### config.mk
export PLATFORM = sky130hd
export DESIGN_NAME = ir_beam_calibrate_filter_detect_flat
export DESIGN_NICKNAME = d
export VERILOG_FILES = /design/src/hdl/irbcfd_pkg.sv /design/src/hdl/irbcfd_if.sv /design/src/hdl/ir_beam_calibrate_filter_detect.sv /design/src/hdl/irbcfd_dp.sv /design/src/hdl/irbcfd_ctrl.sv /design/src/flat_wrapper.sv
export SDC_FILE = /design/constraint.sdc
export NUM_CORES = 2
export LEC_CHECK = 0
export BUFFER_PORTS_ARGS = -buffer_cell sky130_fd_sc_hd__buf_2
export CORE_ASPECT_RATIO = 0.5
export CORE_MARGIN = 2
export CORE_UTILIZATION = 50
export DETAILED_ROUTE_END_ITERATION = 8
export GPL_ROUTABILITY_DRIVEN = 0
export PLACE_DENSITY = 0.67
export SLEW_MARGIN = 15
export SYNTH_ARGS = -nofsm -noshare
export SYNTH_HDL_FRONTEND = slang
export SYNTH_SLANG_ARGS = --single-unit
### constraint.sdc
create_clock -name clk -period 8.4 [get_ports clk]
set_input_delay 1.68 -clock clk [delete_from_list [all_inputs] [get_ports clk]]
set_output_delay 1.68 -clock clk [all_outputs]
set_load 0.03 [all_outputs]
### src/hdl/irbcfd_pkg.sv
// Shared constants, types and register codes for the IR beam calibrate and detect block.
`default_nettype none

package irbcfd_pkg;

  localparam int NUM_SENSORS = 6;
  localparam int ADC_BITS    = 10;
  localparam int FRAC_BITS   = 8;
  localparam int FV_W        = ADC_BITS + FRAC_BITS;
  localparam int THR_W       = 15;
  localparam int CNT_W       = 11;
  localparam int IDX_W       = 3;
  localparam int TOTAL_W     = 5;
  localparam int COUNT_W     = 3;
  localparam int POS_W       = 9;
  localparam int DIV_W       = 6;
  localparam int QSTEPS      = 9;
  localparam int ALPHA_W     = 9;
  localparam int LIMIT_W     = 10;
  localparam int PROD_W      = FV_W + ALPHA_W;
  localparam int ADDR_W      = 4;
  localparam int DATA_W      = 32;

  localparam logic signed [THR_W-1:0] THRESH_RESET = 15'sd10000;
  localparam logic [ALPHA_W-1:0]      ALPHA_ONE    = 9'd256;

  localparam logic [1:0] REG_DEADZONE = 2'd0;
  localparam logic [1:0] REG_ALPHA    = 2'd1;
  localparam logic [1:0] REG_SKIP     = 2'd2;
  localparam logic [1:0] REG_ACQUIRE  = 2'd3;

  typedef logic [ADC_BITS-1:0] sample_t;

  typedef struct packed {
    logic [LIMIT_W-1:0] deadzone;
    logic [ALPHA_W-1:0] alpha;
    logic [LIMIT_W-1:0] skip_limit;
    logic [LIMIT_W-1:0] acquire_limit;
  } cfg_t;

  typedef struct packed {
    logic             capture;
    logic             clear_all;
    logic             mul_en;
    logic             upd_en;
    logic [IDX_W-1:0] sel;
    logic             div_init;
    logic             div_step;
    logic             out_load;
  } cmd_t;

  typedef struct packed {
    logic count_zero;
  } status_t;

endpackage

`default_nettype wire

### src/hdl/irbcfd_if.sv
// Valid/ready channel interfaces for the sample frame items and the detection result items.
`default_nettype none

interface irbcfd_frame_if;
  import irbcfd_pkg::*;

  logic    valid;
  logic    ready;
  logic    action;
  sample_t sample_0;
  sample_t sample_1;
  sample_t sample_2;
  sample_t sample_3;
  sample_t sample_4;
  sample_t sample_5;

  modport source (
    output valid, action, sample_0, sample_1, sample_2, sample_3, sample_4, sample_5,
    input  ready
  );
  modport sink (
    input  valid, action, sample_0, sample_1, sample_2, sample_3, sample_4, sample_5,
    output ready
  );
endinterface

interface irbcfd_result_if;
  import irbcfd_pkg::*;

  logic                   valid;
  logic                   ready;
  logic [NUM_SENSORS-1:0] trigger_mask;
  logic [POS_W-1:0]       hand_position;
  logic                   all_calibrated;

  modport source (
    output valid, trigger_mask, hand_position, all_calibrated,
    input  ready
  );
  modport sink (
    input  valid, trigger_mask, hand_position, all_calibrated,
    output ready
  );
endinterface

`default_nettype wire

### src/hdl/ir_beam_calibrate_filter_detect.sv
// Top level: configuration registers, channel wiring, controller and datapath.
// A sample frame item walks the sensors and, when any sensor triggers, runs the divider;
// a recalibrate item clears the sensor state and gives its result without either.
// One item is in work at a time; the sensors are walked one per cycle through one shared
// multiplier pair, then, when any sensor triggers, a nine-step restoring divider.
// Synchronous reset restores the register defaults and returns all six sensors to calibration.
`default_nettype none

module ir_beam_calibrate_filter_detect (
  input  logic                          clk,
  input  logic                          rst,
  input  logic                          psel,
  input  logic                          penable,
  input  logic                          pwrite,
  input  logic [irbcfd_pkg::ADDR_W-1:0] paddr,
  input  logic [irbcfd_pkg::DATA_W-1:0] pwdata,
  output logic [irbcfd_pkg::DATA_W-1:0] prdata,
  output logic                          pready,
  irbcfd_frame_if.sink                  frame,
  irbcfd_result_if.source               result
);
  import irbcfd_pkg::*;

  cfg_t    cfg;
  cmd_t    cmd;
  status_t st;
  logic    wr_en;
  logic [NUM_SENSORS-1:0][ADC_BITS-1:0] samples;

  assign pready = 1'b1;
  assign wr_en  = psel && penable && pwrite && pready;

  always_ff @(posedge clk) begin
    if (rst) begin
      cfg.deadzone      <= '0;
      cfg.alpha         <= ALPHA_ONE;
      cfg.skip_limit    <= LIMIT_W'(8);
      cfg.acquire_limit <= LIMIT_W'(64);
    end else if (wr_en) begin
      unique case (paddr[3:2])
        REG_DEADZONE: cfg.deadzone      <= pwdata[LIMIT_W-1:0];
        REG_ALPHA:    cfg.alpha         <= pwdata[ALPHA_W-1:0];
        REG_SKIP:     cfg.skip_limit    <= pwdata[LIMIT_W-1:0];
        REG_ACQUIRE:  cfg.acquire_limit <= pwdata[LIMIT_W-1:0];
        default:      cfg.deadzone      <= cfg.deadzone;
      endcase
    end
  end

  always_comb begin
    unique case (paddr[3:2])
      REG_DEADZONE: prdata = DATA_W'(cfg.deadzone);
      REG_ALPHA:    prdata = DATA_W'(cfg.alpha);
      REG_SKIP:     prdata = DATA_W'(cfg.skip_limit);
      REG_ACQUIRE:  prdata = DATA_W'(cfg.acquire_limit);
      default:      prdata = '0;
    endcase
  end

  assign samples[0] = frame.sample_0;
  assign samples[1] = frame.sample_1;
  assign samples[2] = frame.sample_2;
  assign samples[3] = frame.sample_3;
  assign samples[4] = frame.sample_4;
  assign samples[5] = frame.sample_5;

  irbcfd_ctrl u_ctrl (
    .clk          (clk),
    .rst          (rst),
    .frame_valid  (frame.valid),
    .frame_action (frame.action),
    .frame_ready  (frame.ready),
    .result_ready (result.ready),
    .result_valid (result.valid),
    .st           (st),
    .cmd          (cmd)
  );

  irbcfd_dp u_dp (
    .clk            (clk),
    .rst            (rst),
    .cfg            (cfg),
    .cmd            (cmd),
    .frame_samples  (samples),
    .st             (st),
    .trigger_mask   (result.trigger_mask),
    .hand_position  (result.hand_position),
    .all_calibrated (result.all_calibrated)
  );

  a_no_trigger_no_position: assert property (
    @(posedge clk) disable iff (rst)
    (result.valid && (result.trigger_mask == '0)) |-> (result.hand_position == '0)
  ) else $error("Hand position is nonzero while no sensor triggers.");

  a_trigger_position_range: assert property (
    @(posedge clk) disable iff (rst)
    (result.valid && (result.trigger_mask != '0)) |->
      ((result.hand_position != '0) && (result.hand_position <= POS_W'(256)))
  ) else $error("Hand position is out of range for a triggered mask.");

  a_one_item_in_work: assert property (
    @(posedge clk) disable iff (rst)
    (frame.valid && frame.ready) |=> !frame.ready
  ) else $error("A new item was offered acceptance while one is in work.");

endmodule

`default_nettype wire

### src/hdl/irbcfd_dp.sv
// Datapath: per-sensor calibration state, filter multipliers, trigger accumulation and divider.
`default_nettype none

module irbcfd_dp (
  input  logic                                                 clk,
  input  logic                                                 rst,
  input  irbcfd_pkg::cfg_t                                     cfg,
  input  irbcfd_pkg::cmd_t                                     cmd,
  input  logic [irbcfd_pkg::NUM_SENSORS-1:0][irbcfd_pkg::ADC_BITS-1:0] frame_samples,
  output irbcfd_pkg::status_t                                  st,
  output logic [irbcfd_pkg::NUM_SENSORS-1:0]                   trigger_mask,
  output logic [irbcfd_pkg::POS_W-1:0]                         hand_position,
  output logic                                                 all_calibrated
);
  import irbcfd_pkg::*;

  sample_t                   samp     [NUM_SENSORS];
  logic signed [THR_W-1:0]   thr      [NUM_SENSORS];
  logic [FV_W-1:0]           fv       [NUM_SENSORS];
  logic [CNT_W-1:0]          skip_cnt [NUM_SENSORS];
  logic [CNT_W-1:0]          acq_cnt  [NUM_SENSORS];
  logic [NUM_SENSORS-1:0]    cal;

  logic [IDX_W-1:0]          m_idx;
  sample_t                   m_s;
  logic [PROD_W-1:0]         prod_new;
  logic [PROD_W-1:0]         prod_old;

  logic [NUM_SENSORS-1:0]    mask;
  logic [TOTAL_W-1:0]        total;
  logic [COUNT_W-1:0]        count;

  logic [DIV_W-1:0]          div_r;
  logic [DIV_W-1:0]          div_d;
  logic [QSTEPS-1:0]         div_sh;
  logic [QSTEPS-1:0]         div_q;

  logic [ALPHA_W-1:0]        a_eff;
  logic [ALPHA_W-1:0]        a_inv;
  sample_t                   mul_s;
  logic [PROD_W:0]           sum;
  logic [FV_W-1:0]           fv_filt;
  logic signed [THR_W-1:0]   thr_u;
  logic signed [THR_W-1:0]   s_thr;
  logic signed [THR_W-1:0]   min_thr;
  logic signed [THR_W-1:0]   thr_cal;
  logic [THR_W+FRAC_BITS-2:0] thr_scaled;
  logic [CNT_W-1:0]          acq_inc;
  logic [CNT_W-1:0]          skip_inc;
  logic                      skipping;
  logic                      acq_done;
  logic                      trig;
  logic [DIV_W:0]            div_t;
  logic                      div_ge;

  assign a_eff = (cfg.alpha > ALPHA_ONE) ? ALPHA_ONE : cfg.alpha;
  assign a_inv = ALPHA_ONE - a_eff;
  assign mul_s = samp[cmd.sel];

  assign sum     = (PROD_W+1)'(prod_new) + (PROD_W+1)'(prod_old);
  assign fv_filt = sum[FRAC_BITS +: FV_W];

  assign thr_u      = thr[m_idx];
  assign s_thr      = signed'(THR_W'(m_s));
  assign min_thr    = (s_thr < thr_u) ? s_thr : thr_u;
  assign thr_cal    = min_thr - signed'(THR_W'(cfg.deadzone));
  assign thr_scaled = {thr_u[THR_W-2:0], {FRAC_BITS{1'b0}}};
  assign acq_inc    = acq_cnt[m_idx] + CNT_W'(1);
  assign skip_inc   = skip_cnt[m_idx] + CNT_W'(1);
  assign skipping   = !(skip_cnt[m_idx] > CNT_W'(cfg.skip_limit));
  assign acq_done   = acq_inc > CNT_W'(cfg.acquire_limit);
  assign trig       = cal[m_idx] && (thr_u > 15'sd0) &&
                      ((THR_W+FRAC_BITS-1)'(fv_filt) < thr_scaled);

  assign div_t  = {div_r, div_sh[QSTEPS-1]};
  assign div_ge = div_t >= {1'b0, div_d};

  assign st.count_zero = (count == '0);

  always_ff @(posedge clk) begin
    if (rst || (cmd.capture && cmd.clear_all)) begin
      for (int i = 0; i < NUM_SENSORS; i++) begin
        thr[i]      <= THRESH_RESET;
        fv[i]       <= '0;
        skip_cnt[i] <= '0;
        acq_cnt[i]  <= '0;
      end
      cal <= '0;
    end else if (cmd.upd_en) begin
      if (cal[m_idx]) begin
        fv[m_idx] <= fv_filt;
      end else if (!skipping) begin
        acq_cnt[m_idx] <= acq_inc;
        if (acq_done) begin
          fv[m_idx]  <= {m_s, {FRAC_BITS{1'b0}}};
          thr[m_idx] <= thr_cal;
          cal[m_idx] <= 1'b1;
        end else begin
          thr[m_idx] <= min_thr;
        end
      end else begin
        skip_cnt[m_idx] <= skip_inc;
      end
    end
  end

  always_ff @(posedge clk) begin
    if (rst) begin
      mask  <= '0;
      total <= '0;
      count <= '0;
    end else if (cmd.capture) begin
      mask  <= '0;
      total <= '0;
      count <= '0;
    end else if (cmd.upd_en && trig) begin
      mask[m_idx] <= 1'b1;
      total       <= total + TOTAL_W'(m_idx) + TOTAL_W'(1);
      count       <= count + COUNT_W'(1);
    end
  end

  always_ff @(posedge clk) begin
    if (cmd.capture) begin
      for (int i = 0; i < NUM_SENSORS; i++) begin
        samp[i] <= frame_samples[i];
      end
    end
    if (cmd.mul_en) begin
      m_idx    <= cmd.sel;
      m_s      <= mul_s;
      prod_new <= PROD_W'({mul_s, {FRAC_BITS{1'b0}}}) * PROD_W'(a_eff);
      prod_old <= PROD_W'(fv[cmd.sel]) * PROD_W'(a_inv);
    end
    if (cmd.div_init) begin
      div_r  <= DIV_W'(total >> 1);
      div_d  <= DIV_W'(count) * DIV_W'(NUM_SENSORS);
      div_sh <= {total[0], {FRAC_BITS{1'b0}}};
    end else if (cmd.div_step) begin
      div_r  <= div_ge ? DIV_W'(div_t - {1'b0, div_d}) : div_t[DIV_W-1:0];
      div_q  <= {div_q[QSTEPS-2:0], div_ge};
      div_sh <= div_sh << 1;
    end
    if (cmd.out_load) begin
      trigger_mask   <= mask;
      hand_position  <= (count == '0) ? '0 : div_q;
      all_calibrated <= &cal;
    end
  end

endmodule

`default_nettype wire

### src/hdl/irbcfd_ctrl.sv
// Controller: sequences the sensor walk, the divider steps and the result handoff.
`default_nettype none

module irbcfd_ctrl (
  input  logic                clk,
  input  logic                rst,
  input  logic                frame_valid,
  input  logic                frame_action,
  output logic                frame_ready,
  input  logic                result_ready,
  output logic                result_valid,
  input  irbcfd_pkg::status_t st,
  output irbcfd_pkg::cmd_t    cmd
);
  import irbcfd_pkg::*;

  localparam int CW = 4;

  localparam logic [2:0] S_IDLE  = 3'd0;
  localparam logic [2:0] S_SENS  = 3'd1;
  localparam logic [2:0] S_DINIT = 3'd2;
  localparam logic [2:0] S_DIV   = 3'd3;
  localparam logic [2:0] S_DONE  = 3'd4;

  logic [2:0]    state;
  logic [2:0]    state_next;
  logic [CW-1:0] cnt;
  logic [CW-1:0] cnt_next;
  logic          result_valid_next;

  assign frame_ready = (state == S_IDLE);

  always_comb begin
    cmd        = '0;
    state_next = state;
    cnt_next   = cnt;
    unique case (state)
      S_IDLE: begin
        if (frame_valid) begin
          cmd.capture   = 1'b1;
          cmd.clear_all = frame_action;
          cnt_next      = '0;
          state_next    = frame_action ? S_DONE : S_SENS;
        end
      end
      S_SENS: begin
        cmd.mul_en = (cnt < CW'(NUM_SENSORS));
        cmd.upd_en = (cnt != '0);
        cmd.sel    = cmd.mul_en ? cnt[IDX_W-1:0] : '0;
        cnt_next   = cnt + CW'(1);
        if (cnt == CW'(NUM_SENSORS)) begin
          state_next = S_DINIT;
        end
      end
      S_DINIT: begin
        cmd.div_init = 1'b1;
        cnt_next     = '0;
        state_next   = st.count_zero ? S_DONE : S_DIV;
      end
      S_DIV: begin
        cmd.div_step = 1'b1;
        cnt_next     = cnt + CW'(1);
        if (cnt == CW'(QSTEPS - 1)) begin
          state_next = S_DONE;
        end
      end
      S_DONE: begin
        if (!result_valid || result_ready) begin
          cmd.out_load = 1'b1;
          state_next   = S_IDLE;
        end
      end
      default: begin
        state_next = S_IDLE;
      end
    endcase
  end

  assign result_valid_next = cmd.out_load | (result_valid & ~result_ready);

  always_ff @(posedge clk) begin
    if (rst) begin
      state        <= S_IDLE;
      cnt          <= '0;
      result_valid <= 1'b0;
    end else begin
      state        <= state_next;
      cnt          <= cnt_next;
      result_valid <= result_valid_next;
    end
  end

endmodule

`default_nettype wire

### src/flat_wrapper.sv
// flat-port wrapper written by rule: the top's interface ports become plain ports
module ir_beam_calibrate_filter_detect_flat import irbcfd_pkg::*;
  (clk, rst, psel, penable, pwrite, paddr, pwdata, prdata, pready, frame_valid, frame_action, frame_sample_0, frame_sample_1, frame_sample_2, frame_sample_3, frame_sample_4, frame_sample_5, frame_ready, result_valid, result_trigger_mask, result_hand_position, result_all_calibrated, result_ready);
  irbcfd_frame_if frame_i ();
  irbcfd_result_if result_i ();
  input  logic clk;
  input  logic rst;
  input  logic psel;
  input  logic penable;
  input  logic pwrite;
  input  logic [irbcfd_pkg::ADDR_W-1:0] paddr;
  input  logic [irbcfd_pkg::DATA_W-1:0] pwdata;
  output logic [irbcfd_pkg::DATA_W-1:0] prdata;
  output logic pready;
  input wire logic [$bits(frame_i.valid)-1:0] frame_valid;
  input wire logic [$bits(frame_i.action)-1:0] frame_action;
  input wire logic [$bits(frame_i.sample_0)-1:0] frame_sample_0;
  input wire logic [$bits(frame_i.sample_1)-1:0] frame_sample_1;
  input wire logic [$bits(frame_i.sample_2)-1:0] frame_sample_2;
  input wire logic [$bits(frame_i.sample_3)-1:0] frame_sample_3;
  input wire logic [$bits(frame_i.sample_4)-1:0] frame_sample_4;
  input wire logic [$bits(frame_i.sample_5)-1:0] frame_sample_5;
  output wire logic [$bits(frame_i.ready)-1:0] frame_ready;
  output wire logic [$bits(result_i.valid)-1:0] result_valid;
  output wire logic [$bits(result_i.trigger_mask)-1:0] result_trigger_mask;
  output wire logic [$bits(result_i.hand_position)-1:0] result_hand_position;
  output wire logic [$bits(result_i.all_calibrated)-1:0] result_all_calibrated;
  input wire logic [$bits(result_i.ready)-1:0] result_ready;
  assign frame_i.valid = frame_valid;
  assign frame_i.action = frame_action;
  assign frame_i.sample_0 = frame_sample_0;
  assign frame_i.sample_1 = frame_sample_1;
  assign frame_i.sample_2 = frame_sample_2;
  assign frame_i.sample_3 = frame_sample_3;
  assign frame_i.sample_4 = frame_sample_4;
  assign frame_i.sample_5 = frame_sample_5;
  assign frame_ready = frame_i.ready;
  assign result_valid = result_i.valid;
  assign result_trigger_mask = result_i.trigger_mask;
  assign result_hand_position = result_i.hand_position;
  assign result_all_calibrated = result_i.all_calibrated;
  assign result_i.ready = result_ready;
  ir_beam_calibrate_filter_detect u_core (.clk(clk), .rst(rst), .psel(psel), .penable(penable), .pwrite(pwrite), .paddr(paddr), .pwdata(pwdata), .prdata(prdata), .pready(pready), .frame(frame_i), .result(result_i));
endmodule
== Word-level counts from Yosys, hierarchy flattened ==
Memories as Yosys holds them, arrays and structs flattened. A register that Yosys moved wholly into a read port is not among the register bits.
Index checks and enable logic that the tools add are counted.
Word-level totals
  register bits after elaboration: 161
  latch bits: 0
  memory bits (writable): 390
  bits in read-only memories: 0
  input bits: 104
  output and inout port bits: 51
  word-level logic and storage cells: 180
  memories kept: 5
Cells by class
  add/sub/neg operators: 10
  multiply operators: 3
  divide/modulo/power cells: 0
  magnitude comparators: 10
  eq/ne operators: 13
  shift operators: 0
  muxes and demuxes: 76
  bitwise logic cells: 9
  reductions and logical operators: 31
Memories
  u_core.u_dp.fv: depth 6, width 18, rd ports 1, clocked after memory_dff 0, wr ports 6, line irbcfd_dp.sv:19  | logic [FV_W-1:0] fv [NUM_SENSORS];
  u_core.u_dp.thr: depth 6, width 15, rd ports 1, clocked after memory_dff 1, wr ports 6, line irbcfd_dp.sv:18  | logic signed [THR_W-1:0] thr [NUM_SENSORS];
  u_core.u_dp.acq_cnt: depth 6, width 11, rd ports 1, clocked after memory_dff 1, wr ports 6, line irbcfd_dp.sv:21  | logic [CNT_W-1:0] acq_cnt [NUM_SENSORS];
  u_core.u_dp.skip_cnt: depth 6, width 11, rd ports 1, clocked after memory_dff 1, wr ports 6, line irbcfd_dp.sv:20  | logic [CNT_W-1:0] skip_cnt [NUM_SENSORS];
  u_core.u_dp.samp: depth 6, width 10, rd ports 1, clocked after memory_dff 0, wr ports 6, line irbcfd_dp.sv:17  | sample_t samp [NUM_SENSORS];
Operator list (number)
  case mux 32 bit (4 select lines): 1
  2-to-1 mux 15 bit: 3
  2-to-1 mux 3 bit: 14
  2-to-1 mux 1 bit: 40
  2-to-1 mux 18 bit: 2
  2-to-1 mux 9 bit: 3
  adder 26 bit: 1
  multiplier 18 x 9 -> 26 bit: 1
  adder 11 x 1 -> 11 bit, second input constant: 2
  greater-than comparator 11 x 10 -> 1 bit: 2
  < comparator 18 x 22 -> 1 bit: 1
  2-to-1 mux 11 bit: 2
  OR reduction 11 bit: 2
  multiplier 10 x 9 -> 18 bit: 1
  OR reduction 18 bit: 1
  greater-than comparator 15 x 1 -> 1 bit, second input constant: 1
  < comparator 11 x 15 -> 1 bit: 1
  case mux 3 bit (5 select lines): 1
  OR reduction 15 bit: 1
  subtractor 15 x 11 -> 15 bit: 1
  2-to-1 mux 4 bit: 3
  bitwise OR 6 bit: 2
  case mux 4 bit (3 select lines): 1
  AND reduction 2 bit: 6
  other kinds (39): 59

== Depth between registers and ports, before layout ==
  depth after elaboration: 11
  mapped depth: 32
  gate-level depth less buffers: 29

== Hierarchy ==
Synthesis repeated with hierarchy kept, for this count alone.
Second synthesis, totals
  cells, all modules: 3070
  area total of the unflattened synthesis: 37738.7 um^2
Modules (own cells, without submodules)
  irbcfd_dp: instances 1, cells an instance 2814, area each 35106.2 um^2, seq. area each 18037.3 um^2
  ir_beam_calibrate_filter_detect: instances 1, cells an instance 187, area each 2075.7 um^2, seq. area each 780.7 um^2
  irbcfd_ctrl: instances 1, cells an instance 69, area each 556.8 um^2, seq. area each 160.2 um^2

== Least setup slack after synthesis ==
OpenSTA, ideal clock, no wires.
  path type: register to register
  from: register u_core.u_ctrl.cnt[3]
  to: register u_core.u_dp.prod_new[25], data pin
  setup time: 0.260 ns
  arrival: 7.200 ns
  required time: 8.140 ns
  path slack: 0.940 ns
  cell stages (with the launch flop): 28
  path buffers: 3
  period minus slack after synthesis: 7.460 ns
  cell sequence: dfxtp_1 buf_6 or4b_4 a21oi_1 clkbuf_1 buf_1 a21oi_1 nor2_1 a31oi_1 nand2_1 fa_1 fa_1 inv_1 ha_1 inv_1 fa_1 inv_1 ha_1 a21o_1 a21oi_1 o21ai_0 a21oi_1 nor2b_1 nor2_1 o21ai_0 o41ai_1 o21ai_0 xnor2_1
Between the ends
  word-level cells in the longest chain between the ends: 5
Ends and longest elaborated chain
  from (decl): line irbcfd_ctrl.sv:27  | logic [CW-1:0] cnt;
  from (signal assigned): line irbcfd_ctrl.sv:88  | cnt <= cnt_next;
  < comparator 4 x 3 -> 1 bit: line irbcfd_ctrl.sv:47  | cmd.mul_en = (cnt < CW'(NUM_SENSORS));
  2-to-1 mux 3 bit: line irbcfd_ctrl.sv:49  | cmd.sel = cmd.mul_en ? cnt[IDX_W-1:0] : '0;
  2-to-1 mux 5 bit: line irbcfd_ctrl.sv:37  | unique case (state)
  memory read (6 x 10 bit)
  named net u_core.u_dp.mul_s[4]: line irbcfd_dp.sv:40  | sample_t mul_s;
  multiplier 10 x 9 -> 18 bit: line irbcfd_dp.sv:132  | prod_new <= PROD_W'({mul_s, {FRAC_BITS{1'b0}}}) * PROD_W'(a_eff);
  to (signal assigned): line irbcfd_dp.sv:132
  to (decl): line irbcfd_dp.sv:26  | logic [PROD_W-1:0] prod_new;
The timed path passes the listed nets, and every way through them passes these cells.
A chain may end at the register's enable or synchronous reset.

== Worst setup path after layout ==
  from: register u_core.u_ctrl.state[0]
  to: register u_core.u_dp.prod_old[25], data pin
Between the ends
  word-level cells in the longest chain between the ends: 4
Ends and longest elaborated chain
  from (decl): line irbcfd_ctrl.sv:25  | logic [2:0] state;
  from (signal assigned): line irbcfd_ctrl.sv:87  | state <= state_next;
  == test 3 x 1 -> 1 bit: line irbcfd_ctrl.sv:37
  2-to-1 mux 5 bit: line irbcfd_ctrl.sv:37
  memory read (6 x 18 bit)
  multiplier 18 x 9 -> 26 bit: line irbcfd_dp.sv:133  | prod_old <= PROD_W'(fv[cmd.sel]) * PROD_W'(a_inv);
  to (signal assigned): line irbcfd_dp.sv:133
  to (decl): line irbcfd_dp.sv:27  | logic [PROD_W-1:0] prod_old;
Every way passes these cells.

==> summary.txt <==
Run status
  • Status: complete, no violations

STA
  • Setup TNS: 0 ns
  • Fmax: 0.1339 GHz
  • Slew Viols, Final: 0
  • Finish-stage setup viols: 0
  • Worst Max-Slew Pin Slew: 0.9917 ns
  • Rel. slew slack: 33.64%
  • Post-layout minimum cycle time: 7.467 ns
  • Worst Skew: 0.03927 ns
  • RSZ-0062 raised after global routing: no
  • Fin crit share: 88.90%
  • Fin. Hold Viols: 0

Finish
  • Share of cells above drive strength 1: 13.27%
  • ANT cells: 0
  • Layout area overhead: 9.792%
  • Final std cells w/o fill: 4220
  • # nets final: 3653

Floorplan
  • Die width: 383.7 um
  • # IOs: 155
  • Rows: 69
  • Total die area: 74390 um^2
  • Initial Util: 50.67%
  • Core area: 71140 um^2
  • Die Y: 193.9 um

Clock network
  • Total CTS buffers: 56
  • Post-CTS Resized: 0
  • CTS H-tree lvls: 2
  • Clock transition at path regs: 0.07 ns
  • TritonCTS clock tree: yes
  • Clock root buffer: clkbuf_16
  • Worst-skew pair later-pin latency: 0.66 ns
  • Clock tree buffer depth: 3
  • Postcts setup bufs: 0
  • Clock Sinks: 620
  • Hold_buf cts: 0

Synthesis
  • Synthesized cell area: 36050 um^2
  • Mean Syn Cell Area: 11.67 um^2
  • Yosys reg bits: 620
  • Warning count from the yosys run: 0
  • Post-synth EDFFs: 548
  • Syn Inst Count: 3089
  • Register area share after synthesis: 49.65%
  • Most frequent cell after synthesis: edfxtp_1
  • Post-synth cell types: 82
  • Yosys top cell by area: edfxtp_1
  • Most frequent cells after synthesis: 548 x edfxtp_1, 540 x nor2_1, 335 x inv_1, 240 x nand2_1, 172 x fa_1
  • Ys async rst share: 0%
  • Synth top area share: 45.65%
  • Area contributors post-synth: edfxtp_1 46%, fa_1 9.6%, mux4_2 6.2%
  • Ys flop type: edfxtp_1

GRT
  • Total GRT Usage: 24.29%
  • Largest net degree at the start of global routing: 78
  • Total grt overflow: 0
  • Vias in the first global route: 24540
  • Initial antenna violation count: 2
  • First-pass GRT wire length: 139.2 mm

Routing
  • Drt first pass iters: 7
  • DR iter-0 viols: 2180
  • DRC viols: 0
  • Vias per cell: 5.630
  • Final wirelength: 88.74 mm
  • Vias: 23760
  • Wire length per cell: 21.03 um
  • Post-DRT Antenna Nets: 0

Place
  • Detailed Place HPWL: 62.48 mm
  • Post-Place Cells: 4116
  • Buffers on Ports: 107

Hold path
  • Worst Hold Class: reg2reg

Setup path
  • Setup crit end kind: flip-flop
  • CP arrival: 7.84 ns
  • Nature of the critical path startpoint: flip-flop
  • Reg2reg setup slack: 0.93 ns
  • Req. time, crit path: 8.77 ns
  • Max FO, Critical Path: 14
  • CP Class: reg2reg

Run
  • MaxCap Viol Count: 0

Power and ir drop
  • Total power: 8229 uW
  • P_leak: 0.01603 uW
  • Peak supply drop: 0.1529 mV
  • PwrDens: 207.9 nW/um^2
layout by cell type (no fill, tap or decap), drive strengths merged, types with 63 or more instances in the layout:
| master | n |
|---|---|
| edfxtp | 548 |
| nor2 | 542 |
| inv | 343 |
| nand2 | 240 |
| buf | 189 |
| fa | 172 |
| ha | 161 |
| a21oi | 103 |
| mux4 | 100 |
| mux2i | 94 |
| clkbuf | 74 |
| o21ai | 73 |
| dfxtp | 72 |
| xnor2 | 65 |
| nand2b | 63 |
worst max-delay path, stage by stage (launching register included):
cell	delay, ns
dfxtp_1	0.57
or4b_4	0.57
a21oi_4	0.14
nand2_1	0.09
inv_2	0.40
mux4_2	0.59
a21oi_1	0.64
nand2b_1	0.22
fa_1	0.43
inv_1	0.08
fa_1	0.44
fa_1	0.49
inv_1	0.05
fa_1	0.53
inv_1	0.04
ha_1	0.34
nand4_1	0.18
a221o_1	0.32
a31o_4	0.24
a32oi_4	0.28
a21oi_2	0.13
o31ai_4	0.22
a21oi_2	0.10
xnor2_1	0.12
flip-flops by register name, summed over array words and instances, names as in the netlist, 6 cells and up, named ones only:
signal / cells
u_core.u_dp.samp: 60
u_core.u_dp.div_q: 9
u_core.u_dp.trigger_mask: 6
u_core.u_dp.mask: 6
u_core.u_dp.skip_cnt: 88
u_core.u_dp.m_s: 10
u_core.u_dp.prod_new: 18
u_core.u_dp.prod_old: 18
u_core.u_dp.cal: 6
u_core.u_dp.div_r: 6
u_core.u_dp.hand_position: 9
u_core.cfg: 39
u_core.u_dp.acq_cnt: 88
u_core.u_dp.thr: 120
u_core.u_dp.fv: 108
stage by stage:
step	util [%]	hold slack, ns	setup WS (ns)	cell area [um^2]
after floorplan	-	0.4081	0.9398	36130
after global placement	53.22	0.4298	1.006	37860
after detailed placement	53.22	0.4255	0.9379	37860
after CTS	55.63	0.4439	0.9130	39570
after global routing	55.63	0.4585	0.3736	39580
final	55.63	0.4401	0.9327	39580
logic make-up after synthesis:
logic type,share of synthesized area (%)
flip-flops,49.65
AO/OA/AOI/OAI,5.734
buffers and inverters,5.394
adder cells (fa/ha/maj),15.14
AND/OR/NAND/NOR,12.38
multiplexers,9.452
XOR/XNOR,2.232
other,0.02083
layer usage:
metal / up-vias / part of all wire (%) / track usage [%]
li1: 10830 / - / -
met1: 11950 / 43 / 33.89
met2: 834 / 48 / 40.44
met3: 143 / 7.1 / 3.163
met4: 0 / 2.1 / 6.173
met5: - / 0 / 0
path summary, 6_finish.rpt:
check | startpoint | endpoint | depth (start not counted)
worst max-delay path | u_core.u_ctrl.state[0] | u_core.u_dp.prod_old[25] | 23
worst min-delay path | u_core.u_dp.div_q[5] | u_core.u_dp.div_q[6] | 0
worst max register to register | u_core.u_ctrl.state[0] | u_core.u_dp.prod_old[25] | 23
worst min register to register | u_core.u_dp.div_q[5] | u_core.u_dp.div_q[6] | 0
cell type report:
cell class	instances	area, um^2
fill	5985	31560
tap	958	1199
clock buffer	74	1469
timing repair buffer	189	1151
inverter	342	1284
clock inverter	30	244.0
sequential	620	17910
multi-input combinational	2007	16320
power by group:
part	total [uW]	switching, uW	internal [uW]	leakage [uW]
Combinational	2010	1280	733	0.00906
Clock	2470	1170	1300	0.000835
Sequential	3750	130	3620	0.00613
Total	8230	2580	5650	0.0160
(Power assumes the default switching activity.)
